### config.mk
export PLATFORM = sky130hd
export DESIGN_NAME = char_lcd_nibble_sequencer_top_flat
export DESIGN_NICKNAME = d
export VERILOG_FILES = /design/src/hdl/clns_pkg.sv /design/src/hdl/clns_cmd_if.sv /design/src/hdl/clns_xfer_if.sv /design/src/hdl/clns_datapath.sv /design/src/hdl/clns_ctrl.sv /design/src/hdl/char_lcd_nibble_sequencer_top.sv /design/src/flat_wrapper.sv
export SDC_FILE = /design/constraint.sdc
export NUM_CORES = 1
export LEC_CHECK = 0
export ABC_CLOCK_PERIOD_IN_PS = 4200
export BUFFER_PORTS_ARGS = -buffer_cell sky130_fd_sc_hd__buf_2
export CAP_MARGIN = 40
export CELL_PAD_IN_SITES_DETAIL_PLACEMENT = 1
export CELL_PAD_IN_SITES_GLOBAL_PLACEMENT = 1
export CORE_MARGIN = 1.5
export CORE_UTILIZATION = 40
export CTS_CLUSTER_DIAMETER = 40
export DETAILED_ROUTE_END_ITERATION = 10
export HOLD_SLACK_MARGIN = 0.05
export PLACE_DENSITY = 0.84
export SLEW_MARGIN = 20
export SYNTH_ARGS = -nofsm -noshare
export SYNTH_HDL_FRONTEND = slang
export SYNTH_SLANG_ARGS = --single-unit
### constraint.sdc
create_clock -name clk -period 4.2 [get_ports clk]
set_input_delay 0.42 -clock clk [delete_from_list [all_inputs] [get_ports clk]]
set_output_delay 0.42 -clock clk [all_outputs]
set_load 0.02 [all_outputs]
### src/hdl/clns_pkg.sv
// Shared types, codes and transfer tables for the character LCD nibble sequencer.
package clns_pkg;

  // Command codes
  localparam logic [2:0] CMD_INSTR  = 3'd0;
  localparam logic [2:0] CMD_CHAR   = 3'd1;
  localparam logic [2:0] CMD_INIT   = 3'd2;
  localparam logic [2:0] CMD_CURSOR = 3'd3;
  localparam logic [2:0] CMD_CLEAR  = 3'd4;
  localparam logic [2:0] CMD_HOME   = 3'd5;

  // Configuration register indexes
  localparam logic REG_STROBE_HIGH = 1'b0;
  localparam logic REG_STROBE_LOW  = 1'b1;

  localparam logic [9:0] STROBE_RESET_US = 10'd700;

  // Step numbers
  localparam logic [3:0] STEP_BYTE_LAST = 4'd1;
  localparam logic [3:0] STEP_INIT_LAST = 4'd13;
  localparam logic [3:0] STEP_INIT_CMDS = 4'd4;

  // Fixed instruction bytes and waits
  localparam logic [7:0]  CURSOR_BASE   = 8'h80;
  localparam logic [7:0]  INSTR_CLEAR   = 8'h01;
  localparam logic [7:0]  INSTR_HOME    = 8'h02;
  localparam logic [3:0]  NIB_WAKE      = 4'h3;
  localparam logic [3:0]  NIB_4BIT      = 4'h2;
  localparam logic [14:0] POWER_UP_US   = 15'd20000;
  localparam logic [10:0] WAKE_US       = 11'd150;
  localparam logic [10:0] LONG_US       = 11'd2000;
  localparam logic [10:0] SHORT_US      = 11'd45;
  localparam logic [10:0] LAST_SETUP_US = 11'd120;

  // One nibble transfer on the display bus
  typedef struct packed {
    logic        reg_select;
    logic [3:0]  nibble;
    logic [14:0] wait_before_us;
    logic [10:0] wait_after_us;
    logic        last;
  } xfer_t;

  // Controller to datapath
  typedef struct packed {
    logic load;
    logic emit;
  } ctl_t;

  // Datapath to controller
  typedef struct packed {
    logic known;
    logic last;
  } sts_t;

  // Setup instruction sent after the wake-up nibbles
  function automatic logic [7:0] init_instr(input logic [2:0] idx);
    logic [7:0] b;
    case (idx)
      3'd0:    b = 8'h2C;
      3'd1:    b = 8'h0E;
      3'd2:    b = 8'h06;
      3'd3:    b = 8'h01;
      3'd4:    b = 8'h1C;
      default: b = 8'h00;
    endcase
    return b;
  endfunction

  function automatic logic [10:0] init_wait(input logic [2:0] idx);
    logic [10:0] w;
    case (idx)
      3'd4:    w = LAST_SETUP_US;
      default: w = SHORT_US;
    endcase
    return w;
  endfunction

  // Build the transfer for one step of a command
  function automatic xfer_t build_xfer(input logic [2:0] cmd, input logic [7:0] byte_val,
                                       input logic [10:0] after_low, input logic [3:0] step);
    xfer_t      x;
    logic [2:0] idx;
    logic [3:0] rel;
    logic [7:0] b;
    rel = step - STEP_INIT_CMDS;
    idx = rel[3:1];
    b   = init_instr(idx);
    x   = '0;
    if (cmd == CMD_INIT) begin
      x.last = (step == STEP_INIT_LAST);
      case (step)
        4'd0: begin
          x.nibble         = NIB_WAKE;
          x.wait_before_us = POWER_UP_US;
          x.wait_after_us  = WAKE_US;
        end
        4'd1, 4'd2: begin
          x.nibble        = NIB_WAKE;
          x.wait_after_us = WAKE_US;
        end
        4'd3: begin
          x.nibble        = NIB_4BIT;
          x.wait_after_us = LONG_US;
        end
        default: begin
          if (rel[0]) begin
            x.nibble        = b[3:0];
            x.wait_after_us = init_wait(idx);
          end else begin
            x.nibble = b[7:4];
          end
        end
      endcase
    end else begin
      x.reg_select = (cmd == CMD_CHAR);
      x.last       = (step == STEP_BYTE_LAST);
      if (step[0]) begin
        x.nibble        = byte_val[3:0];
        x.wait_after_us = after_low;
      end else begin
        x.nibble = byte_val[7:4];
      end
    end
    return x;
  endfunction

endpackage

### src/hdl/clns_cmd_if.sv
// Command channel: one display command word per handshake.
interface clns_cmd_if;
  logic       valid;
  logic       ready;
  logic [2:0] command;
  logic [7:0] value;
  logic       row;
  logic [5:0] col;

  modport source(output valid, command, value, row, col, input ready);
  modport sink(input valid, command, value, row, col, output ready);
endinterface

### src/hdl/clns_xfer_if.sv
// Transfer channel: one nibble transfer word per handshake.
interface clns_xfer_if;
  logic        valid;
  logic        ready;
  logic        reg_select;
  logic [3:0]  nibble;
  logic [14:0] wait_before_us;
  logic [10:0] wait_after_us;
  logic        last;

  modport source(output valid, reg_select, nibble, wait_before_us, wait_after_us, last,
                 input ready);
  modport sink(input valid, reg_select, nibble, wait_before_us, wait_after_us, last,
               output ready);
endinterface

### src/hdl/clns_datapath.sv
// Datapath: latched command, step counter, transfer output register and strobe settings.
module clns_datapath (
  input  logic                clk,
  input  logic                rst,
  input  logic [2:0]          command,
  input  logic [7:0]          value,
  input  logic                row,
  input  logic [5:0]          col,
  input  clns_pkg::ctl_t      ctl,
  output clns_pkg::sts_t      sts,
  input  logic                cfg_wr_en,
  input  logic                cfg_index,
  input  logic [9:0]          cfg_data,
  output clns_pkg::xfer_t     xfer_word
);

  logic [2:0]      cmd_reg;
  logic [7:0]      byte_reg;
  logic [10:0]     after_reg;
  logic [3:0]      step;
  logic [9:0]      strobe_high;
  logic [9:0]      strobe_low;
  logic [7:0]      byte_next;
  logic [10:0]     after_next;
  logic [7:0]      cursor_addr;
  clns_pkg::xfer_t cur_xfer;

  // Decode the incoming command into its instruction byte and settle time
  assign cursor_addr = {1'b0, row, 6'b0} + {2'b0, col};

  always_comb begin
    byte_next  = value;
    after_next = '0;
    sts.known  = 1'b1;
    sts.last   = cur_xfer.last;
    case (command)
      clns_pkg::CMD_INSTR, clns_pkg::CMD_CHAR, clns_pkg::CMD_INIT: begin
        byte_next = value;
      end
      clns_pkg::CMD_CURSOR: begin
        byte_next = clns_pkg::CURSOR_BASE | cursor_addr;
      end
      clns_pkg::CMD_CLEAR: begin
        byte_next  = clns_pkg::INSTR_CLEAR;
        after_next = clns_pkg::SHORT_US;
      end
      clns_pkg::CMD_HOME: begin
        byte_next  = clns_pkg::INSTR_HOME;
        after_next = clns_pkg::LONG_US;
      end
      default: begin
        sts.known = 1'b0;
      end
    endcase
  end

  // Transfer for the current step
  assign cur_xfer = clns_pkg::build_xfer(cmd_reg, byte_reg, after_reg, step);

  // Latch the command and advance through its steps
  always_ff @(posedge clk) begin
    if (rst) begin
      step <= '0;
    end else if (ctl.load) begin
      step <= '0;
    end else if (ctl.emit) begin
      step <= cur_xfer.last ? 4'd0 : step + 4'd1;
    end
  end

  always_ff @(posedge clk) begin
    if (ctl.load) begin
      cmd_reg   <= command;
      byte_reg  <= byte_next;
      after_reg <= after_next;
    end
    if (ctl.emit) begin
      xfer_word <= cur_xfer;
    end
  end

  // Hold the enable pulse timing settings
  always_ff @(posedge clk) begin
    if (rst) begin
      strobe_high <= clns_pkg::STROBE_RESET_US;
      strobe_low  <= clns_pkg::STROBE_RESET_US;
    end else if (cfg_wr_en) begin
      if (cfg_index == clns_pkg::REG_STROBE_HIGH) begin
        strobe_high <= cfg_data;
      end else begin
        strobe_low <= cfg_data;
      end
    end
  end

  a_step_range: assert property (@(posedge clk) disable iff (rst)
    step <= clns_pkg::STEP_INIT_LAST)
    else $error("step counter past end of init sequence");

  a_init_ends: assert property (@(posedge clk) disable iff (rst)
    ctl.emit && cmd_reg == clns_pkg::CMD_INIT && step == clns_pkg::STEP_INIT_LAST |-> sts.last)
    else $error("init sequence did not end on its final step");

  a_byte_ends: assert property (@(posedge clk) disable iff (rst)
    ctl.emit && cmd_reg != clns_pkg::CMD_INIT && step == clns_pkg::STEP_BYTE_LAST |-> sts.last)
    else $error("byte write did not end after its low nibble");

  a_cfg_high: assert property (@(posedge clk) disable iff (rst)
    cfg_wr_en && cfg_index == clns_pkg::REG_STROBE_HIGH |=> strobe_high == $past(cfg_data))
    else $error("strobe high setting not written");

  a_cfg_low: assert property (@(posedge clk) disable iff (rst)
    cfg_wr_en && cfg_index == clns_pkg::REG_STROBE_LOW |=> strobe_low == $past(cfg_data))
    else $error("strobe low setting not written");

endmodule

### src/hdl/clns_ctrl.sv
// Controller: accepts a command word, then sequences its transfers into the output register.
module clns_ctrl (
  input  logic           clk,
  input  logic           rst,
  input  logic           in_valid,
  output logic           in_ready,
  output logic           out_valid,
  input  logic           out_ready,
  input  clns_pkg::sts_t sts,
  output clns_pkg::ctl_t ctl
);

  typedef enum logic [1:0] {
    ST_IDLE = 2'b01,
    ST_EMIT = 2'b10
  } state_t;

  state_t state;
  state_t state_next;
  logic   out_valid_next;
  logic   accept;
  logic   slot;

  assign in_ready = (state == ST_IDLE);
  assign accept   = in_valid && in_ready;
  assign slot     = !out_valid || out_ready;
  assign ctl.load = accept;
  assign ctl.emit = (state == ST_EMIT) && slot;

  // Advance between idle and emitting
  always_comb begin
    state_next = state;
    case (state)
      ST_IDLE: begin
        if (accept && sts.known) begin
          state_next = ST_EMIT;
        end
      end
      ST_EMIT: begin
        if (slot && sts.last) begin
          state_next = ST_IDLE;
        end
      end
      default: begin
        state_next = ST_IDLE;
      end
    endcase
  end

  // Hold the output word until taken
  always_comb begin
    out_valid_next = out_valid;
    if (ctl.emit) begin
      out_valid_next = 1'b1;
    end else if (out_ready) begin
      out_valid_next = 1'b0;
    end
  end

  always_ff @(posedge clk) begin
    if (rst) begin
      state     <= ST_IDLE;
      out_valid <= 1'b0;
    end else begin
      state     <= state_next;
      out_valid <= out_valid_next;
    end
  end

  a_unknown_drop: assert property (@(posedge clk) disable iff (rst)
    accept && !sts.known |=> state == ST_IDLE && !ctl.emit)
    else $error("unknown command started a sequence");

  a_known_starts: assert property (@(posedge clk) disable iff (rst)
    accept && sts.known |=> state == ST_EMIT)
    else $error("known command did not start a sequence");

  a_last_returns: assert property (@(posedge clk) disable iff (rst)
    ctl.emit && sts.last |=> state == ST_IDLE && out_valid)
    else $error("final transfer did not return to idle");

  a_emit_fills: assert property (@(posedge clk) disable iff (rst)
    ctl.emit |=> out_valid)
    else $error("emitted transfer lost");

endmodule

### src/hdl/char_lcd_nibble_sequencer_top.sv
// Top level of the character LCD 4-bit nibble sequencer.
// Each command word becomes a series of nibble transfer words, high nibble first: byte
// writes, set cursor, clear and home give two transfers, init gives fourteen, and unknown
// codes give none. The command is taken while the controller is idle, after which the
// controller loads one transfer per cycle into a single output register whenever that
// register is empty or being taken by the sink, and holds while the sink stalls. The
// next command is taken as soon as the last transfer of the previous one sits in the
// output register. The strobe timing registers are kept but do not enter the transfers.
module char_lcd_nibble_sequencer_top (
  input  logic        clk,
  input  logic        rst,
  clns_cmd_if.sink    cmd,
  clns_xfer_if.source xfer,
  input  logic        cfg_wr_en,
  input  logic        cfg_index,
  input  logic [9:0]  cfg_data
);

  clns_pkg::ctl_t  ctl;
  clns_pkg::sts_t  sts;
  clns_pkg::xfer_t xfer_word;

  // Sequence control
  clns_ctrl u_ctrl (
    .clk       (clk),
    .rst       (rst),
    .in_valid  (cmd.valid),
    .in_ready  (cmd.ready),
    .out_valid (xfer.valid),
    .out_ready (xfer.ready),
    .sts       (sts),
    .ctl       (ctl)
  );

  // Command decode and transfer generation
  clns_datapath u_datapath (
    .clk       (clk),
    .rst       (rst),
    .command   (cmd.command),
    .value     (cmd.value),
    .row       (cmd.row),
    .col       (cmd.col),
    .ctl       (ctl),
    .sts       (sts),
    .cfg_wr_en (cfg_wr_en),
    .cfg_index (cfg_index),
    .cfg_data  (cfg_data),
    .xfer_word (xfer_word)
  );

  // Drive the transfer payload
  assign xfer.reg_select     = xfer_word.reg_select;
  assign xfer.nibble         = xfer_word.nibble;
  assign xfer.wait_before_us = xfer_word.wait_before_us;
  assign xfer.wait_after_us  = xfer_word.wait_after_us;
  assign xfer.last           = xfer_word.last;

endmodule

### src/flat_wrapper.sv
// flat-port wrapper written by rule: the top's interface ports become plain ports
module char_lcd_nibble_sequencer_top_flat 
  (clk, rst, cfg_wr_en, cfg_index, cfg_data, cmd_valid, cmd_command, cmd_value, cmd_row, cmd_col, cmd_ready, xfer_valid, xfer_reg_select, xfer_nibble, xfer_wait_before_us, xfer_wait_after_us, xfer_last, xfer_ready);
  clns_cmd_if cmd_i ();
  clns_xfer_if xfer_i ();
  input  logic clk;
  input  logic rst;
  input  logic cfg_wr_en;
  input  logic cfg_index;
  input  logic [9:0] cfg_data;
  input wire logic [$bits(cmd_i.valid)-1:0] cmd_valid;
  input wire logic [$bits(cmd_i.command)-1:0] cmd_command;
  input wire logic [$bits(cmd_i.value)-1:0] cmd_value;
  input wire logic [$bits(cmd_i.row)-1:0] cmd_row;
  input wire logic [$bits(cmd_i.col)-1:0] cmd_col;
  output wire logic [$bits(cmd_i.ready)-1:0] cmd_ready;
  output wire logic [$bits(xfer_i.valid)-1:0] xfer_valid;
  output wire logic [$bits(xfer_i.reg_select)-1:0] xfer_reg_select;
  output wire logic [$bits(xfer_i.nibble)-1:0] xfer_nibble;
  output wire logic [$bits(xfer_i.wait_before_us)-1:0] xfer_wait_before_us;
  output wire logic [$bits(xfer_i.wait_after_us)-1:0] xfer_wait_after_us;
  output wire logic [$bits(xfer_i.last)-1:0] xfer_last;
  input wire logic [$bits(xfer_i.ready)-1:0] xfer_ready;
  assign cmd_i.valid = cmd_valid;
  assign cmd_i.command = cmd_command;
  assign cmd_i.value = cmd_value;
  assign cmd_i.row = cmd_row;
  assign cmd_i.col = cmd_col;
  assign cmd_ready = cmd_i.ready;
  assign xfer_valid = xfer_i.valid;
  assign xfer_reg_select = xfer_i.reg_select;
  assign xfer_nibble = xfer_i.nibble;
  assign xfer_wait_before_us = xfer_i.wait_before_us;
  assign xfer_wait_after_us = xfer_i.wait_after_us;
  assign xfer_last = xfer_i.last;
  assign xfer_i.ready = xfer_ready;
  char_lcd_nibble_sequencer_top u_core (.clk(clk), .rst(rst), .cmd(cmd_i), .xfer(xfer_i), .cfg_wr_en(cfg_wr_en), .cfg_index(cfg_index), .cfg_data(cfg_data));
endmodule
==> results.sh, run 1 <==
export IMPL_clkTransAtPathRegs_ns=0.07
export IMPL_worst_pin_slew_ns=0.7277
export IMPL_startpoint_type="flop"
export IMPL_status="completed"
export IMPL_hold_viol_final=0
export IMPL_final_max_slew_viol_count=0
export IMPL_synth_area_sq_um=1923
export IMPL_maxCapViolations=0
export IMPL_ys_top_cells_by_count="28 x edfxtp_1, 19 x nand2_1, 17 x buf_4"
export IMPL_place_inst=278
export IMPL_synthArstFlopShare_pct=0
export IMPL_coreArea_sq_um=4661
export IMPL_p_leak_uw=0.0009182
export IMPL_cp_slowest_cell="dfxtp_1"
export IMPL_rsz0062_at_grt="false"
export IMPL_start_util_pct=41.26
export IMPL_remaining_drc_errors=0
export IMPL_cts_resized=0
export IMPL_io_buffers=45
export IMPL_die_area_sq_um=5232
export IMPL_cts_tree="yes"
export IMPL_crit_arrival_ns=2.89
export IMPL_n_antenna_cell=0
export IMPL_crit_chain="clkinv_1 > ha_1 > or3_1 > o21ai_1 > o2111ai_1 > a21oi_1"
export IMPL_fin_cells=286
export IMPL_ys_flop_type="edfxtp_1"
export IMPL_grt_start_max_net_pins=21
export IMPL_drt_wl_total_mm=3.704
export IMPL_largest_reg_flops=15
export IMPL_power_density_nw_per_um2=372.1
export IMPL_fmax_ghz=0.3644
export IMPL_netlist_top_cells_area="edfxtp_1 44%, dfxtp_1 7.3%, buf_4 6.6%"
export IMPL_fin_util_pct=47.81
export IMPL_synth_cell_types=39
export IMPL_die_x_um=72.34
export IMPL_cts_buffers=5
export IMPL_worstSetupPathType="flop to flop"
export IMPL_post_drt_wl_per_cell_um=12.95
export IMPL_grtUsageTotal_pct=15.09
export IMPL_yosysMostFrequentCell="edfxtp_1"
export IMPL_clk_latency_ns=0.29
export IMPL_syn_inst=195
export IMPL_drive_gt1_share_pct=25.43
export IMPL_drtIter0Drc=40
export IMPL_yosys_warnings=0
export IMPL_antenna_found_initial=0
export IMPL_area_growth_pct=15.88
export IMPL_grt_overflow_total=0
export IMPL_end_kind="flop"
export IMPL_placementRows=25
export IMPL_place_congestion=0.7788
export IMPL_clockRootBuffer="clkbuf_8"
export IMPL_ctsHoldBuffers=0
export IMPL_yosysSeqAreaShare_pct=51.01
export IMPL_post_cts_buffers=0
export IMPL_nets=271
export IMPL_synth_largest_area_cell="edfxtp_1"
export IMPL_htreeDepth=2
export IMPL_finalCritPeriodShare_pct=65.34
export IMPL_min_path_type="primary input to flop"
export IMPL_dieHeight_um=72.34
export IMPL_synth_top_area_share_pct=43.72
export IMPL_firstDrtPassIters=5
export IMPL_viasPerCell=5.178
export IMPL_peakVddDrop_uv=116.7
export IMPL_grt_pass1_vias=1401
export IMPL_syn_avg_cell_area_sq_um=9.862
export IMPL_dp_hpwl_mm=2.838
export IMPL_ys_ff_latch=35
export IMPL_fill_cells=557
export IMPL_critPathRequiredTime_ns=4.34
export IMPL_vias=1481
export IMPL_total_power_uw=829.3
export IMPL_io_pins=68
export IMPL_cp_max_fo=17
export IMPL_cts_buffer_depth=2
export IMPL_setup_violations=0
export IMPL_tns_ns=0
export IMPL_grt_pass1_wl_mm=6.113
export IMPL_detail_route_antenna_nets=0
export IMPL_final_min_clock_period_ns=2.744
export IMPL_skew_ns=0.004274
export IMPL_synth_edf_count=28
export IMPL_clock_sinks=35
export IMPL_max_stage_delay_ns=0.67
export IMPL_slew_headroom_pct=51.27
-- per-layer routing --
metal	GRT usage (%)	part of all wire [%]	routed length [um]
met4	7.757	2.2	80
met5	0	0	0
met2	26.75	51	1888
met3	3.194	4.5	166
met1	17.08	42	1569
-- logic make-up (layout without fill, tap and decap cells) --
group	count (synthesis)	after routing	share of synthesized area [%]
XOR/XNOR	1	1	0.4555
adder cells (fa/ha/maj)	6	6	3.904
AND/OR/NAND/NOR	65	65	18.09
flip-flops	35	35	51.01
other	1	10	0.1950
AO/OA/AOI/OAI	50	50	14.90
multiplexers	2	2	1.301
buffers and inverters	35	63	10.15
-- critical path: cells and delay by family, from the launching register on --
kind            cells  cell delay [ns]
compound gates      3             0.80
buf+inv             1             0.40
fa+ha+maj           1             0.32
flops               1             0.67
simple gates        1             0.39
-- through the flow --
| stage | worst slack [ns] | area, sq um | hold slack, ns |
|---|---|---|---|
| finish | 1.456 | 2228 | 0.3183 |
| global route | 1.196 | 2228 | 0.3357 |
| CTS | 1.431 | 2228 | 0.3161 |
| detailed placement | 1.460 | 2092 | 0.4788 |
| global placement | 1.476 | 2092 | 0.4692 |
| floorplan | 2.214 | 1957 | 0.4522 |
-- power breakdown --
| part | total (uW) | switching, uW | internal (uW) |
|---|---|---|---|
| Sequential | 396 | 5.55 | 391 |
| Combinational | 75.5 | 48.2 | 27.3 |
| Clock | 357 | 121 | 237 |
-- path summary, 6_finish.rpt --
check	startpoint	to	slack, ns	depth (start not counted)
worst min-delay path	rst	u_core.u_ctrl.state[1]	0.32	2
worst max-delay path	u_core.u_datapath.step[0]	u_core.u_datapath.xfer_word[30]	1.46	6
worst max register to register	u_core.u_datapath.step[0]	u_core.u_datapath.xfer_word[30]	1.46	6
worst min register to register	u_core.u_ctrl.state[1]	u_core.u_ctrl.out_valid	0.49	2
-- placed cells by master (no fill, tap or decap), types with 2 or more instances in the layout --
cell       instances
buf_2             45
edfxtp_1          28
nand2_1           19
a21oi_1           15
o21ai_0           15
nor2b_1           12
conb_1            10
a31oi_1            9
inv_1              8
nand3_1            7
nor2_1             7
dfxtp_1            7
ha_1               6
clkbuf_8           5
nand2b_1           4
o22ai_1            3
or3_1              2
or3b_2             2
nor3_1             2
a211oi_1           2
and2_1             2
nor3b_1            2
a21o_1             2
bufinv_16          2
-- cell type report --
cell class / instances / area (sq um) / share of cell area, %
Tap cell: 54 / 67.56 / 3.032
Sequential cell: 35 / 980.9 / 44.02
Clock inverter: 3 / 67.56 / 3.032
Timing Repair Buffer: 45 / 225.2 / 10.11
Clock buffer: 5 / 68.82 / 3.088
Multi-Input combinational cell: 134 / 780.7 / 35.04
Inverter: 10 / 37.54 / 1.684
Power figures use the tool's default switching activity.
==> run 2, diff against run 1 <==
--- a/config.mk
+++ b/config.mk
@@ -5,17 +5,17 @@
 export SDC_FILE = /design/constraint.sdc
 export NUM_CORES = 1
 export LEC_CHECK = 0
-export ABC_CLOCK_PERIOD_IN_PS = 4200
+export ABC_CLOCK_PERIOD_IN_PS = 2550
 export BUFFER_PORTS_ARGS = -buffer_cell sky130_fd_sc_hd__buf_2
 export CAP_MARGIN = 40
 export CELL_PAD_IN_SITES_DETAIL_PLACEMENT = 1
 export CELL_PAD_IN_SITES_GLOBAL_PLACEMENT = 1
 export CORE_MARGIN = 1.5
-export CORE_UTILIZATION = 40
+export CORE_UTILIZATION = 37
 export CTS_CLUSTER_DIAMETER = 40
 export DETAILED_ROUTE_END_ITERATION = 10
 export HOLD_SLACK_MARGIN = 0.05
-export PLACE_DENSITY = 0.84
+export PLACE_DENSITY = 0.79
 export SLEW_MARGIN = 20
 export SYNTH_ARGS = -nofsm -noshare
 export SYNTH_HDL_FRONTEND = slang
==> constraint.sdc (replaced) <==
create_clock -name clk -period 2.55 [get_ports clk]
set_input_delay 0.255 -clock clk [delete_from_list [all_inputs] [get_ports clk]]
set_output_delay 0.255 -clock clk [all_outputs]
set_load 0.02 [all_outputs]
==> run 2 against run 1 <==
Net effect: maximum frequency up 25%; critical path depth is the same; clock skew increased by 0.00066 ns; design area decreased by 0.22%; sequential power rose by 64%; largest power group unchanged.
==> results.sh, run 2 (synthesis gave the netlist of run 1 again) <==
export IMPL_grt_start_max_net_pins=21
export IMPL_io_buffers=45
export IMPL_total_power_uw=1151
export IMPL_grt_overflow_total=0
export IMPL_maxCapViolations=0
export IMPL_worstSetupPathType="flop to flop"
export IMPL_grtUsageTotal_pct=14.68
export IMPL_post_cts_buffers=0
export IMPL_rsz0062_at_grt="false"
export IMPL_nets=275
export IMPL_cts_tree="yes"
export IMPL_coreArea_sq_um=5042
export IMPL_grt_pass1_wl_mm=6.203
export IMPL_ctsHoldBuffers=0
export IMPL_clock_sinks=35
export IMPL_tns_ns=0
export IMPL_largest_reg_flops=15
export IMPL_detail_route_antenna_nets=0
export IMPL_final_cell_mix="45 x buf_2, 28 x edfxtp_1, 19 x nand2_1"
export IMPL_clkTransAtPathRegs_ns=0.07
export IMPL_path_buf_inv=1
export IMPL_viasPerCell=4.775
export IMPL_cp_slowest_cell="or3b_2"
export IMPL_clk_latency_ns=0.28
export IMPL_cp_max_fo=8
export IMPL_worst_pin_slew_ns=0.6346
export IMPL_antenna_found_initial=0
export IMPL_whs_ns=0.1713
export IMPL_dp_hpwl_mm=2.924
export IMPL_finalCritPeriodShare_pct=86.12
export IMPL_crit_chain="inv_1 > ha_1 > or3b_2 > nand3_1 > a21oi_1 > or2_2"
export IMPL_start_util_pct=38.14
export IMPL_firstDrtPassIters=4
export IMPL_vias=1461
export IMPL_remaining_drc_errors=0
export IMPL_drt_wl_total_mm=3.847
export IMPL_min_path_type="primary input to flop"
export IMPL_place_congestion=0.8897
export IMPL_fin_cells=306
export IMPL_final_common_cell="buf_2"
export IMPL_htreeDepth=2
export IMPL_path_delay_family="simple AND/OR/NAND/NOR gates"
export IMPL_crit_arrival_ns=2.22
export IMPL_power_density_nw_per_um2=517.8
export IMPL_n_antenna_cell=0
export IMPL_grt_pass1_vias=1337
export IMPL_skew_ns=0.004938
export IMPL_place_inst=298
export IMPL_placementRows=26
export IMPL_peakVddDrop_uv=210.3
export IMPL_end_kind="flop"
export IMPL_cts_resized=0
export IMPL_final_max_slew_viol_count=0
export IMPL_fin_util_pct=44.09
export IMPL_clockRootBuffer="clkbuf_8"
export IMPL_dieHeight_um=75.10
export IMPL_final_min_clock_period_ns=2.196
export IMPL_fmax_ghz=0.4553
export IMPL_post_drt_wl_per_cell_um=12.57
export IMPL_drtIter0Drc=89
export IMPL_status="completed"
export IMPL_area_growth_pct=15.61
export IMPL_cts_buffer_depth=2
export IMPL_slew_headroom_pct=57.64
export IMPL_die_area_sq_um=5639
export IMPL_die_x_um=75.10
export IMPL_p_leak_uw=0.0009178
export IMPL_io_pins=68
export IMPL_max_stage_delay_ns=0.51
export IMPL_setup_violations=0
export IMPL_hold_viol_final=0
export IMPL_cts_buffers=5
export IMPL_drive_gt1_share_pct=25.85
export IMPL_critPathRequiredTime_ns=2.58
export IMPL_startpoint_type="flop"
[run 2: through the flow]
stage | cell area (sq um) | setup WS (ns)
final | 2223 | 0.3539
after global routing | 2223 | 0.2723
after CTS | 2223 | 0.3693
after detailed placement | 2142 | 0.3926
after global placement | 2142 | 0.4092
after floorplan | 1957 | 0.5644
[run 2: cell type report]
| cell class | instances | area, sq um |
|---|---|---|
| clock buffers | 7 | 76.32 |
| inverters | 10 | 37.54 |
| repair buffers | 49 | 255.2 |
| clock inverters | 1 | 5.005 |
| well taps | 70 | 87.58 |
| flip-flops and latches | 35 | 980.9 |
| fillers | 622 | 2819 |
| multi-input cells | 134 | 780.7 |
[run 2: path summary, 6_finish.rpt]
check	from	endpoint	slack, ns	cells past startpoint
setup reg to reg	u_core.u_datapath.step[2]	u_core.u_datapath.xfer_word[3]	0.35	6
hold / removal	rst	u_core.u_ctrl.state[1]	0.17	2
setup / recovery	u_core.u_datapath.step[2]	u_core.u_datapath.xfer_word[3]	0.35	6
hold reg to reg	u_core.u_ctrl.state[1]	u_core.u_ctrl.out_valid	0.49	2
[run 2: metal layers]
layer | track usage, % | vias up | wire length [um]
met5 | 0 | - | 0
li1 | - | 748 | -
met2 | 26.25 | 48 | 1874
met4 | 5.455 | 0 | 63
met3 | 3.347 | 5 | 202
met1 | 17.07 | 660 | 1707
[run 2: power by group]
part           internal, uW  switching (uW)
logic                  46.4            81.7
registers               644            7.47
clock network           191             181
